<file path="config.mk">
export PLATFORM = sky130hd
export DESIGN_NAME = barycentric_color_interpolator
export DESIGN_NICKNAME = d
export VERILOG_FILES = /design/src/rtl/core/bci_pkg.sv /design/src/rtl/core/bci_wdiv.sv /design/src/rtl/core/barycentric_color_interpolator.sv
export SDC_FILE = /design/constraint.sdc
export NUM_CORES = 2
export LEC_CHECK = 0
export BUFFER_PORTS_ARGS = -buffer_cell sky130_fd_sc_hd__buf_2
export CORE_UTILIZATION = 58
export DETAILED_ROUTE_END_ITERATION = 7
export GPL_TIMING_DRIVEN = 0
export PLACE_DENSITY_LB_ADDON = 0.08
export SYNTH_ARGS = -nofsm -noshare
export SYNTH_HDL_FRONTEND = slang
export SYNTH_SLANG_ARGS = --single-unit
</file>
<file path="constraint.sdc">
create_clock -name clk -period 38.4 [get_ports clk]
set_input_delay 11.52 -clock clk [delete_from_list [all_inputs] [get_ports clk]]
set_output_delay 11.52 -clock clk [all_outputs]
set_load 0.01 [all_outputs]
</file>
<file path="src/rtl/core/bci_pkg.sv">
// Shared types, constants and the multiply-accumulate program of the color interpolator.
`default_nettype none

package bci_pkg;

    localparam int COORD_BITS_C       = 16;
    localparam int WEIGHT_FRAC_BITS_C = 16;
    localparam int POS_W              = 16;
    localparam int COLOR_W            = 24;
    localparam int CHAN_W             = 8;
    localparam logic [CHAN_W-1:0] CHAN_MAX = 8'd255;
    localparam int NUM_STEPS          = 33;
    localparam int STEP_W             = 6;

    typedef enum logic
    {
        FUNC_LOAD,
        FUNC_QUERY
    } func_t;

    typedef enum logic
    {
        STATUS_OK,
        STATUS_DEGENERATE
    } status_t;

    typedef struct packed
    {
        func_t               func;
        logic [1:0]          vertex_index;
        logic signed [POS_W-1:0] pos_x;
        logic signed [POS_W-1:0] pos_y;
        logic signed [POS_W-1:0] pos_z;
        logic [COLOR_W-1:0]  vertex_color;
    } item_t;

    typedef struct packed
    {
        logic [COLOR_W-1:0] pixel_color;
        status_t            status;
    } result_t;

    typedef enum logic [2:0]
    {
        ST_IDLE,
        ST_MAC,
        ST_NX,
        ST_DIV,
        ST_MIX,
        ST_DONE
    } state_t;

    typedef enum logic [3:0]
    {
        OPD_DU0,
        OPD_DU1,
        OPD_DU2,
        OPD_DV0,
        OPD_DV1,
        OPD_DV2,
        OPD_DW0,
        OPD_DW1,
        OPD_DW2,
        OPD_UU,
        OPD_VV,
        OPD_UV,
        OPD_WU,
        OPD_WV
    } opd_t;

    typedef enum logic [3:0]
    {
        DST_NONE,
        DST_UU,
        DST_VV,
        DST_UV,
        DST_WU,
        DST_WV,
        DST_DEN,
        DST_NY,
        DST_NZ
    } dst_t;

    typedef struct packed
    {
        opd_t       a_sel;
        opd_t       b_sel;
        logic [1:0] digit;
        logic       clr;
        logic       sub;
        dst_t       dst;
    } step_t;

    function automatic step_t mk_step(opd_t a, opd_t b, logic [1:0] k, logic clr,
                                      logic sub, dst_t d);
        step_t s;
        s.a_sel = a;
        s.b_sel = b;
        s.digit = k;
        s.clr   = clr;
        s.sub   = sub;
        s.dst   = d;
        return s;
    endfunction

    function automatic step_t prog(logic [STEP_W-1:0] idx);
        step_t s;
        case (idx)
            6'd0:    s = mk_step(OPD_DU0, OPD_DU0, 2'd0, 1'b1, 1'b0, DST_NONE);
            6'd1:    s = mk_step(OPD_DU1, OPD_DU1, 2'd0, 1'b0, 1'b0, DST_NONE);
            6'd2:    s = mk_step(OPD_DU2, OPD_DU2, 2'd0, 1'b0, 1'b0, DST_UU);
            6'd3:    s = mk_step(OPD_DV0, OPD_DV0, 2'd0, 1'b1, 1'b0, DST_NONE);
            6'd4:    s = mk_step(OPD_DV1, OPD_DV1, 2'd0, 1'b0, 1'b0, DST_NONE);
            6'd5:    s = mk_step(OPD_DV2, OPD_DV2, 2'd0, 1'b0, 1'b0, DST_VV);
            6'd6:    s = mk_step(OPD_DU0, OPD_DV0, 2'd0, 1'b1, 1'b0, DST_NONE);
            6'd7:    s = mk_step(OPD_DU1, OPD_DV1, 2'd0, 1'b0, 1'b0, DST_NONE);
            6'd8:    s = mk_step(OPD_DU2, OPD_DV2, 2'd0, 1'b0, 1'b0, DST_UV);
            6'd9:    s = mk_step(OPD_DW0, OPD_DU0, 2'd0, 1'b1, 1'b0, DST_NONE);
            6'd10:   s = mk_step(OPD_DW1, OPD_DU1, 2'd0, 1'b0, 1'b0, DST_NONE);
            6'd11:   s = mk_step(OPD_DW2, OPD_DU2, 2'd0, 1'b0, 1'b0, DST_WU);
            6'd12:   s = mk_step(OPD_DW0, OPD_DV0, 2'd0, 1'b1, 1'b0, DST_NONE);
            6'd13:   s = mk_step(OPD_DW1, OPD_DV1, 2'd0, 1'b0, 1'b0, DST_NONE);
            6'd14:   s = mk_step(OPD_DW2, OPD_DV2, 2'd0, 1'b0, 1'b0, DST_WV);
            6'd15:   s = mk_step(OPD_UU, OPD_VV, 2'd0, 1'b1, 1'b0, DST_NONE);
            6'd16:   s = mk_step(OPD_UU, OPD_VV, 2'd1, 1'b0, 1'b0, DST_NONE);
            6'd17:   s = mk_step(OPD_UU, OPD_VV, 2'd2, 1'b0, 1'b0, DST_NONE);
            6'd18:   s = mk_step(OPD_UV, OPD_UV, 2'd0, 1'b0, 1'b1, DST_NONE);
            6'd19:   s = mk_step(OPD_UV, OPD_UV, 2'd1, 1'b0, 1'b1, DST_NONE);
            6'd20:   s = mk_step(OPD_UV, OPD_UV, 2'd2, 1'b0, 1'b1, DST_DEN);
            6'd21:   s = mk_step(OPD_WU, OPD_VV, 2'd0, 1'b1, 1'b0, DST_NONE);
            6'd22:   s = mk_step(OPD_WU, OPD_VV, 2'd1, 1'b0, 1'b0, DST_NONE);
            6'd23:   s = mk_step(OPD_WU, OPD_VV, 2'd2, 1'b0, 1'b0, DST_NONE);
            6'd24:   s = mk_step(OPD_WV, OPD_UV, 2'd0, 1'b0, 1'b1, DST_NONE);
            6'd25:   s = mk_step(OPD_WV, OPD_UV, 2'd1, 1'b0, 1'b1, DST_NONE);
            6'd26:   s = mk_step(OPD_WV, OPD_UV, 2'd2, 1'b0, 1'b1, DST_NY);
            6'd27:   s = mk_step(OPD_WV, OPD_UU, 2'd0, 1'b1, 1'b0, DST_NONE);
            6'd28:   s = mk_step(OPD_WV, OPD_UU, 2'd1, 1'b0, 1'b0, DST_NONE);
            6'd29:   s = mk_step(OPD_WV, OPD_UU, 2'd2, 1'b0, 1'b0, DST_NONE);
            6'd30:   s = mk_step(OPD_WU, OPD_UV, 2'd0, 1'b0, 1'b1, DST_NONE);
            6'd31:   s = mk_step(OPD_WU, OPD_UV, 2'd1, 1'b0, 1'b1, DST_NONE);
            6'd32:   s = mk_step(OPD_WU, OPD_UV, 2'd2, 1'b0, 1'b1, DST_NZ);
            default: s = mk_step(OPD_DU0, OPD_DU0, 2'd0, 1'b1, 1'b0, DST_NONE);
        endcase
        return s;
    endfunction

endpackage

`default_nettype wire

</file>
<file path="src/rtl/core/bci_wdiv.sv">
// Serial restoring divider producing one clamped fixed-point weight.
`default_nettype none

module bci_wdiv
    import bci_pkg::*;
#(
    parameter int ACC_W            = 72,
    parameter int WEIGHT_FRAC_BITS = WEIGHT_FRAC_BITS_C
)
(
    input  wire logic                          clk,
    input  wire logic                          rst_n,
    input  wire logic                          start,
    input  wire logic signed [ACC_W-1:0]       num,
    input  wire logic signed [ACC_W-1:0]       den,
    output logic                               done,
    output logic [WEIGHT_FRAC_BITS:0]          weight
);

    localparam int CNT_W = $clog2(WEIGHT_FRAC_BITS + 1);
    localparam logic [WEIGHT_FRAC_BITS:0] ONE = (WEIGHT_FRAC_BITS+1)'(1) << WEIGHT_FRAC_BITS;

    logic                        busy_reg, busy_next;
    logic                        done_reg, done_next;
    logic [CNT_W-1:0]            cnt_reg, cnt_next;
    logic [ACC_W-1:0]            rem_reg, rem_next;
    logic [WEIGHT_FRAC_BITS:0]   q_reg, q_next;
    logic [ACC_W-1:0]            rem_shl;
    logic                        ge;

    always_comb
    begin
        rem_shl   = {rem_reg[ACC_W-2:0], 1'b0};
        ge        = rem_shl >= $unsigned(den);
        busy_next = busy_reg;
        done_next = 1'b0;
        cnt_next  = cnt_reg;
        rem_next  = rem_reg;
        q_next    = q_reg;
        if (start)
        begin
            if (num[ACC_W-1] || num == '0)
            begin
                q_next    = '0;
                done_next = 1'b1;
            end
            else if (num >= den)
            begin
                q_next    = ONE;
                done_next = 1'b1;
            end
            else
            begin
                rem_next  = $unsigned(num);
                q_next    = '0;
                cnt_next  = CNT_W'(WEIGHT_FRAC_BITS);
                busy_next = 1'b1;
            end
        end
        else if (busy_reg)
        begin
            rem_next = ge ? rem_shl - $unsigned(den) : rem_shl;
            q_next   = {q_reg[WEIGHT_FRAC_BITS-1:0], ge};
            cnt_next = cnt_reg - CNT_W'(1);
            if (cnt_reg == CNT_W'(1))
            begin
                busy_next = 1'b0;
                done_next = 1'b1;
            end
        end
    end

    always_ff @(posedge clk or negedge rst_n)
    begin
        if (!rst_n)
        begin
            busy_reg <= 1'b0;
            done_reg <= 1'b0;
            cnt_reg  <= '0;
        end
        else
        begin
            busy_reg <= busy_next;
            done_reg <= done_next;
            cnt_reg  <= cnt_next;
        end
    end

    always_ff @(posedge clk)
    begin
        rem_reg <= rem_next;
        q_reg   <= q_next;
    end

    assign done   = done_reg;
    assign weight = q_reg;

endmodule

`default_nettype wire

</file>
<file path="src/rtl/core/barycentric_color_interpolator.sv">
// Top level: corner store, multiply-accumulate sequencer, weight divider and color mixer.
// Load word: written to the corner store, no result word.
// Query word: the result follows the 33-step program on the shared multiplier, the divider
// (one quotient bit per cycle, skipped for a clamped weight) and nine mixer steps; a degenerate
// triangle skips the divider and the mixer.
// One query in flight; stall is high from acceptance until the result is registered.
// Reset: corners and colors clear to zero (queries then report degenerate), no result held.
`default_nettype none

module barycentric_color_interpolator
    import bci_pkg::*;
#(
    parameter int COORD_BITS       = COORD_BITS_C,
    parameter int WEIGHT_FRAC_BITS = WEIGHT_FRAC_BITS_C
)
(
    input  wire logic    clk,
    input  wire logic    rst_n,
    input  wire logic    item_valid,
    output logic         item_stall,
    input  wire item_t   item,
    output logic         result_valid,
    input  wire logic    result_stall,
    output result_t      result
);

    localparam int C      = COORD_BITS;
    localparam int DW     = C + 1;
    localparam int DOT_W  = 2 * C + 3;
    localparam int ACC_W  = 2 * DOT_W + 2;
    localparam int DIGITS = (DOT_W + DW - 1) / DW;
    localparam int MAGB_W = DIGITS * DW;
    localparam int PROD_W = DOT_W + DW;
    localparam int WT_W   = WEIGHT_FRAC_BITS + 1;
    localparam int MIX_W  = CHAN_W + WT_W;
    localparam logic [STEP_W-1:0] LAST_STEP = STEP_W'(NUM_STEPS - 1);

    state_t state_reg, state_next;

    logic signed [C-1:0] px, py, pz;
    logic signed [C-1:0] cx_reg [3];
    logic signed [C-1:0] cy_reg [3];
    logic signed [C-1:0] cz_reg [3];
    logic [COLOR_W-1:0]  ccol_reg [3];

    logic signed [DW-1:0] du_reg [3];
    logic signed [DW-1:0] dv_reg [3];
    logic signed [DW-1:0] dw_reg [3];

    logic signed [DOT_W-1:0] uu_reg, vv_reg, uv_reg, wu_reg, wv_reg;
    logic signed [ACC_W-1:0] den_reg, ny_reg, nz_reg, nx_reg;
    logic signed [ACC_W-1:0] acc_reg, acc_next;
    logic                    deg_reg;

    logic [STEP_W-1:0] step_reg;
    step_t             cur;

    logic signed [DOT_W-1:0] opa, opb;
    logic [DOT_W-1:0]        mag_a, mag_b;
    logic [MAGB_W-1:0]       mag_b_ext;
    logic [DW-1:0]           digit;
    logic [PROD_W-1:0]       prod;
    logic [ACC_W-1:0]        shifted;
    logic signed [ACC_W-1:0] term;
    logic                    neg;

    logic                    div_start, div_done, pend_reg;
    logic [WT_W-1:0]         div_q;
    logic [WT_W-1:0]         wt_reg [3];
    logic [1:0]              wi_reg;
    logic signed [ACC_W-1:0] div_num;

    logic [1:0]          ch_reg, cor_reg;
    logic [9:0]          sum_reg, sum_next;
    logic [CHAN_W-1:0]   chan, sat;
    logic [WT_W-1:0]     wsel;
    logic [MIX_W-1:0]    mix_prod;
    logic [COLOR_W-1:0]  color_reg;

    logic    out_valid_reg;
    result_t out_word_reg;

    logic accept, load_acc, query_acc, mac_run, mix_run, finish;

    if (C >= POS_W)
    begin : g_wide
        assign px = C'(item.pos_x);
        assign py = C'(item.pos_y);
        assign pz = C'(item.pos_z);
    end
    else
    begin : g_narrow
        assign px = item.pos_x[C-1:0];
        assign py = item.pos_y[C-1:0];
        assign pz = item.pos_z[C-1:0];
    end

    assign accept    = item_valid && !item_stall;
    assign load_acc  = accept && item.func == FUNC_LOAD;
    assign query_acc = accept && item.func == FUNC_QUERY;
    assign cur       = prog(step_reg);

    // next state
    always_comb
    begin
        state_next = state_reg;
        case (state_reg)
            ST_IDLE: if (query_acc) state_next = ST_MAC;
            ST_MAC:  if (step_reg == LAST_STEP) state_next = ST_NX;
            ST_NX:   state_next = (den_reg[ACC_W-1] || den_reg == '0) ? ST_DONE : ST_DIV;
            ST_DIV:  if (div_done && wi_reg == 2'd2) state_next = ST_MIX;
            ST_MIX:  if (ch_reg == 2'd2 && cor_reg == 2'd2) state_next = ST_DONE;
            ST_DONE: if (!out_valid_reg || !result_stall) state_next = ST_IDLE;
            default: state_next = ST_IDLE;
        endcase
    end

    // outputs of the sequencer
    always_comb
    begin
        item_stall = 1'b1;
        mac_run    = 1'b0;
        div_start  = 1'b0;
        mix_run    = 1'b0;
        finish     = 1'b0;
        case (state_reg)
            ST_IDLE: item_stall = 1'b0;
            ST_MAC:  mac_run = 1'b1;
            ST_DIV:  div_start = !pend_reg;
            ST_MIX:  mix_run = 1'b1;
            ST_DONE: finish = !out_valid_reg || !result_stall;
            default: item_stall = 1'b1;
        endcase
    end

    always_comb
    begin
        case (cur.a_sel)
            OPD_DU0: opa = DOT_W'(du_reg[0]);
            OPD_DU1: opa = DOT_W'(du_reg[1]);
            OPD_DU2: opa = DOT_W'(du_reg[2]);
            OPD_DV0: opa = DOT_W'(dv_reg[0]);
            OPD_DV1: opa = DOT_W'(dv_reg[1]);
            OPD_DV2: opa = DOT_W'(dv_reg[2]);
            OPD_DW0: opa = DOT_W'(dw_reg[0]);
            OPD_DW1: opa = DOT_W'(dw_reg[1]);
            OPD_DW2: opa = DOT_W'(dw_reg[2]);
            OPD_UU:  opa = uu_reg;
            OPD_VV:  opa = vv_reg;
            OPD_UV:  opa = uv_reg;
            OPD_WU:  opa = wu_reg;
            OPD_WV:  opa = wv_reg;
            default: opa = '0;
        endcase
        case (cur.b_sel)
            OPD_DU0: opb = DOT_W'(du_reg[0]);
            OPD_DU1: opb = DOT_W'(du_reg[1]);
            OPD_DU2: opb = DOT_W'(du_reg[2]);
            OPD_DV0: opb = DOT_W'(dv_reg[0]);
            OPD_DV1: opb = DOT_W'(dv_reg[1]);
            OPD_DV2: opb = DOT_W'(dv_reg[2]);
            OPD_DW0: opb = DOT_W'(dw_reg[0]);
            OPD_DW1: opb = DOT_W'(dw_reg[1]);
            OPD_DW2: opb = DOT_W'(dw_reg[2]);
            OPD_UU:  opb = uu_reg;
            OPD_VV:  opb = vv_reg;
            OPD_UV:  opb = uv_reg;
            OPD_WU:  opb = wu_reg;
            OPD_WV:  opb = wv_reg;
            default: opb = '0;
        endcase
    end

    // shared multiply-accumulate: one digit of b per cycle
    always_comb
    begin
        mag_a     = opa[DOT_W-1] ? $unsigned(-opa) : $unsigned(opa);
        mag_b     = opb[DOT_W-1] ? $unsigned(-opb) : $unsigned(opb);
        mag_b_ext = MAGB_W'(mag_b);
        digit     = DW'(mag_b_ext >> (32'(cur.digit) * DW));
        prod      = PROD_W'(mag_a) * PROD_W'(digit);
        shifted   = ACC_W'(prod) << (32'(cur.digit) * DW);
        neg       = opa[DOT_W-1] ^ opb[DOT_W-1] ^ cur.sub;
        term      = neg ? -$signed(shifted) : $signed(shifted);
        acc_next  = (cur.clr ? '0 : acc_reg) + term;
    end

    always_comb
    begin
        case (wi_reg)
            2'd1:    div_num = ny_reg;
            2'd2:    div_num = nz_reg;
            default: div_num = nx_reg;
        endcase
    end

    bci_wdiv #(
        .ACC_W            (ACC_W),
        .WEIGHT_FRAC_BITS (WEIGHT_FRAC_BITS)
    ) u_wdiv (
        .clk    (clk),
        .rst_n  (rst_n),
        .start  (div_start),
        .num    (div_num),
        .den    (den_reg),
        .done   (div_done),
        .weight (div_q)
    );

    // channel mixer: one corner channel per cycle
    always_comb
    begin
        case (cor_reg)
            2'd1:    begin wsel = wt_reg[1]; chan = CHAN_W'(ccol_reg[1] >> (32'(ch_reg) * CHAN_W)); end
            2'd2:    begin wsel = wt_reg[2]; chan = CHAN_W'(ccol_reg[2] >> (32'(ch_reg) * CHAN_W)); end
            default: begin wsel = wt_reg[0]; chan = CHAN_W'(ccol_reg[0] >> (32'(ch_reg) * CHAN_W)); end
        endcase
        mix_prod = MIX_W'(chan) * MIX_W'(wsel);
        sum_next = (cor_reg == 2'd0 ? 10'd0 : sum_reg) + 10'(mix_prod >> WEIGHT_FRAC_BITS);
        sat      = (sum_next > 10'(CHAN_MAX)) ? CHAN_MAX : sum_next[CHAN_W-1:0];
    end

    always_ff @(posedge clk or negedge rst_n)
    begin
        if (!rst_n)
        begin
            state_reg     <= ST_IDLE;
            step_reg      <= '0;
            pend_reg      <= 1'b0;
            wi_reg        <= '0;
            ch_reg        <= '0;
            cor_reg       <= '0;
            out_valid_reg <= 1'b0;
            for (int i = 0; i < 3; i++)
            begin
                cx_reg[i]   <= '0;
                cy_reg[i]   <= '0;
                cz_reg[i]   <= '0;
                ccol_reg[i] <= '0;
            end
        end
        else
        begin
            state_reg <= state_next;
            if (load_acc)
            begin
                case (item.vertex_index)
                    2'd0:
                    begin
                        cx_reg[0] <= px; cy_reg[0] <= py; cz_reg[0] <= pz;
                        ccol_reg[0] <= item.vertex_color;
                    end
                    2'd1:
                    begin
                        cx_reg[1] <= px; cy_reg[1] <= py; cz_reg[1] <= pz;
                        ccol_reg[1] <= item.vertex_color;
                    end
                    2'd2:
                    begin
                        cx_reg[2] <= px; cy_reg[2] <= py; cz_reg[2] <= pz;
                        ccol_reg[2] <= item.vertex_color;
                    end
                    default:
                    begin
                        cx_reg[0] <= cx_reg[0];
                    end
                endcase
            end
            if (query_acc)
                step_reg <= '0;
            else if (mac_run)
                step_reg <= step_reg + STEP_W'(1);
            if (state_reg == ST_NX)
            begin
                wi_reg   <= '0;
                pend_reg <= 1'b0;
                ch_reg   <= '0;
                cor_reg  <= '0;
            end
            if (div_start)
                pend_reg <= 1'b1;
            else if (div_done)
            begin
                pend_reg <= 1'b0;
                wi_reg   <= wi_reg + 2'd1;
            end
            if (mix_run)
            begin
                if (cor_reg == 2'd2)
                begin
                    cor_reg <= '0;
                    ch_reg  <= ch_reg + 2'd1;
                end
                else
                    cor_reg <= cor_reg + 2'd1;
            end
            if (finish)
                out_valid_reg <= 1'b1;
            else if (!result_stall)
                out_valid_reg <= 1'b0;
        end
    end

    always_ff @(posedge clk)
    begin
        if (query_acc)
        begin
            du_reg[0] <= DW'(cx_reg[1]) - DW'(cx_reg[0]);
            du_reg[1] <= DW'(cy_reg[1]) - DW'(cy_reg[0]);
            du_reg[2] <= DW'(cz_reg[1]) - DW'(cz_reg[0]);
            dv_reg[0] <= DW'(cx_reg[2]) - DW'(cx_reg[0]);
            dv_reg[1] <= DW'(cy_reg[2]) - DW'(cy_reg[0]);
            dv_reg[2] <= DW'(cz_reg[2]) - DW'(cz_reg[0]);
            dw_reg[0] <= DW'(px) - DW'(cx_reg[0]);
            dw_reg[1] <= DW'(py) - DW'(cy_reg[0]);
            dw_reg[2] <= DW'(pz) - DW'(cz_reg[0]);
        end
        if (mac_run)
        begin
            acc_reg <= acc_next;
            case (cur.dst)
                DST_UU:  uu_reg  <= acc_next[DOT_W-1:0];
                DST_VV:  vv_reg  <= acc_next[DOT_W-1:0];
                DST_UV:  uv_reg  <= acc_next[DOT_W-1:0];
                DST_WU:  wu_reg  <= acc_next[DOT_W-1:0];
                DST_WV:  wv_reg  <= acc_next[DOT_W-1:0];
                DST_DEN: den_reg <= acc_next;
                DST_NY:  ny_reg  <= acc_next;
                DST_NZ:  nz_reg  <= acc_next;
                default: ;
            endcase
        end
        if (state_reg == ST_NX)
        begin
            nx_reg    <= den_reg - ny_reg - nz_reg;
            deg_reg   <= den_reg[ACC_W-1] || den_reg == '0;
            color_reg <= '0;
        end
        if (div_done)
        begin
            case (wi_reg)
                2'd1:    wt_reg[1] <= div_q;
                2'd2:    wt_reg[2] <= div_q;
                default: wt_reg[0] <= div_q;
            endcase
        end
        if (mix_run)
        begin
            sum_reg <= sum_next;
            if (cor_reg == 2'd2)
            begin
                case (ch_reg)
                    2'd1:    color_reg[15:8]  <= sat;
                    2'd2:    color_reg[23:16] <= sat;
                    default: color_reg[7:0]   <= sat;
                endcase
            end
        end
        if (finish)
        begin
            out_word_reg.pixel_color <= deg_reg ? '0 : color_reg;
            out_word_reg.status      <= deg_reg ? STATUS_DEGENERATE : STATUS_OK;
        end
    end

    assign result_valid = out_valid_reg;
    assign result       = out_word_reg;

    a_degenerate_black: assert property (@(posedge clk) disable iff (!rst_n)
        result_valid && result.status == STATUS_DEGENERATE |-> result.pixel_color == '0)
        else $error("degenerate result carries a color");

    a_query_blocks: assert property (@(posedge clk) disable iff (!rst_n)
        query_acc |=> item_stall)
        else $error("second word taken while a query is in flight");

    a_div_in_state: assert property (@(posedge clk) disable iff (!rst_n)
        div_start |-> state_reg == ST_DIV && !pend_reg)
        else $error("divider started outside its phase");

    a_div_done_pending: assert property (@(posedge clk) disable iff (!rst_n)
        div_done |-> pend_reg)
        else $error("divider finished without a request");

endmodule

`default_nettype wire
</file>
==> metrics.md <==
| Metric | Value |
|---|---|
| Final period util | 60.3% |
| Via density | 6.52 |
| Status | complete, but fails checks |
| Largest net degree at the start of global routing | 123 |
| Yosys reg bits | 1127 |
| Core ar. | 0.165 mm2 |
| H-tree Lvls | 4 |
| DRC Markers | 6 |
| Most common cell after layout, fill and taps aside | inv_1 |
| CTS tree | done |
| # nets final | 11800 |
| TNS Setup | 0 ns |
| # rows | 149 |
| IO Count | 106 |
| RSZ-0062 raised after global routing | no |
| CP required | 38.90 ns |
| Fmax | 43.2 MHz |
| Startpoint types | flip-flop |
| Via Count | 83300 |
| Drt initial violations | 10500 |
| Share of layout cells above drive strength 1 | 6.81% |
| Clk pin slew, worst setup/hold paths | 0.06 ns |
| Overflow after GRT | 0 |
| Setup Crit Path Kind | flip-flop to flip-flop |
| HPWL after DPL | 285000 um |
| ANT nets after route | 0 |
| Vias in the first global route | 82100 |
| Reg2reg path depth | 61 |
| Clock sink total | 1127 |
| Final Setup Violations | 0 |
| Worst hold path class | flip-flop to flip-flop |
| Clock buffer depth | 3 |
| Die W | 409 um |
| First-pass GRT wire length | 533000 um |
| Most frequent cells in the layout | inv_1 (1237), nand2_1 (1201), edfxtp_1 (863) |
| Post-CTS Hold Fix Bufs | 0 |
| Initial antenna violation count | 29 |
| Syn_nets | 11500 |
| Ys async rst share | 21.3% |
| Slowest stage delay, CP | 1.25 ns |
| Max Slew Vio Count | 86 |
| # Post-CTS Setup Buffers | 0 |
| Avg Inst Size Synth | 9.47 um2 |
| CP max stage cell | a211oi_1 |
| FF-to-FF End | acc_reg[71]$_DFFE_PP_ |
| Routed WL | 364000 um |
| Worst EP arrival | 23.66 ns |
| Worst hold path depth | 2 |
| # resized after CTS | 0 |
| Mapped Area | 0.0963 mm2 |
| Crit path max fanout | 10 |
| RePlAce Congestion | 1.07 |
| Drt first pass iters | 8 |
| TritonCTS Buffers | 130 |
| Fin crit period | 23.16 ns |
| Synthesis Warnings | 0 |
| Unique masters post-synth | 101 |
| Clock skew | 0.0713 ns |
| Worst setup EP type | flip-flop |
| Die area | 0.168 mm2 |
| Reg2Reg Launch Point | step_reg[1]$_DFFE_PN0P_ |
| Mapped Cells | 10200 |
| Chip Height | 409 um |
| Crit path launch | step_reg[1]$_DFFE_PN0P_ |
| Ys flop type | edfxtp_1 |
| Max_cap viols | 13 |
| Rel. slew slack | -7.00% |
| Avg WL per Cell | 28.5 um |
| Violated checks | design-rule violations, max-capacitance violations, max-slew violations |
| Port-buffer cells | 105 |
| Synthesis-to-finish area growth | 9.01% |
| Post-synth EDFFs | 863 |
| Final hold vios | 0 |
| Initial core utilization | 58.4% |
| Clk_lat worst skew | 0.83 ns |
| Flop-to-flop setup slack | 15.24 ns |
| Sequential-to-total area share from yosys stat | 33.6% |
| Critical Path End | acc_reg[71]$_DFFE_PP_ |
| Global router's overall resource usage | 43.1% |
| Root Driver | clkbuf_16 |
| Slew of the pin with the lowest slew margin | 1.59 ns |
[how the worst min path moves through the flow]
| stage | from | to | slack [ns] |
|---|---|---|---|
| after global placement | color_reg[23]$_DFF_P_ | color_reg[23]$_DFF_P_ | 0.46 |
| after global routing | u_wdiv.weight[14]$_SDFFCE_PP0N_ | wt_reg[0][48]$_DFFE_PP_ | 0.50 |
| after detailed placement | color_reg[15]$_DFF_P_ | color_reg[15]$_DFF_P_ | 0.47 |
| after floorplan | color_reg[0]$_DFF_P_ | color_reg[0]$_DFF_P_ | 0.44 |
| after CTS | color_reg[22]$_DFF_P_ | color_reg[22]$_DFF_P_ | 0.48 |
| final | color_reg[1]$_DFF_P_ | color_reg[1]$_DFF_P_ | 0.48 |
[kinds of logic (layout without fill, tap and decap cells)]
| family | Yosys count | after routing | synth area share (%) |
|---|---|---|---|
| AND/OR/NAND/NOR | 3031 | 3031 | 14.7 |
| AO/OA/AOI/OAI | 2365 | 2365 | 16.1 |
| buffers and inverters | 1668 | 2070 | 6.58 |
| adder cells (fa/ha/maj) | 1296 | 1296 | 22.0 |
| flip-flops | 1127 | 1127 | 33.6 |
| XOR/XNOR | 378 | 378 | 3.44 |
| multiplexers | 301 | 301 | 3.50 |
| other | 0 | 13 | 0 |
[Yosys cell counts, drive strengths merged (54+ instances only)]
cell type,instances,area (um2)
a21oi,487,2440
xor2,119,1040
mux2,196,2210
xnor2,259,2270
a221oi,61,534
a21o,236,1770
a21boi,121,908
o21a,66,495
a31oi,86,538
ha,630,7880
and3,89,557
fa,666,13300
inv,1241,4660
nor2,634,2380
mux2i,97,983
a22oi,156,1170
clkbuf,339,1270
nor2b,145,907
buf,86,402
a211oi,54,405
nand2,1202,4510
edfxtp,863,25900
dfrtp,240,6010
and2,247,1550
nand4,84,526
nor3,130,656
o21ai,607,3040
nand2b,93,582
nand3,207,1040
nor4,61,394
[layout make-up]
cell class	instances	area (um2)
well taps	2189	2740
diodes	13	32.5
fillers	13700	59800
clock buffers	160	3510
plain buffers	425	1680
inverters	1243	4670
multi-input cells	7371	57800
clock inverters	80	823
flip-flops and latches	1127	32400
repair buffers	162	1340
[through the flow]
stage / worst slack [ns] / hold WS [ns] / cells / instance area (um2) / utilization, %
finish: 15.24 / 0.483 / 12800 / 105000 / 63.7
global route: 15.22 / 0.498 / 12800 / 105000 / 63.7
CTS: 16.20 / 0.483 / 12800 / 105000 / 63.6
detailed placement: 16.31 / 0.466 / 12500 / 101000 / 61.0
global placement: 15.77 / 0.456 / 12500 / 99600 / 60.4
floorplan: 21.33 / 0.436 / 10200 / 96300 / -
[worst max-delay path, delay by kind of cell, from the launching register on]
kind            cells  cell delay (ns)
compound gates     22             7.29
xor+xnor            3             1.85
fa+ha+maj          10             4.81
buf+inv            14             4.29
flops               1             0.50
mux                 1             0.30
simple gates       11             3.74
[per-layer routing]
metal,global-route usage (%),share of wire [%],up-vias
li1,-,-,36000
met1,54.9,38,41000
met2,64.9,43,5104
met3,11.8,12,1155
met4,27.1,7.3,22
met5,0,0.037,-
Power is not shown: default switching activity piles up to over one toggle a cycle in this logic, so the estimate is an artifact.
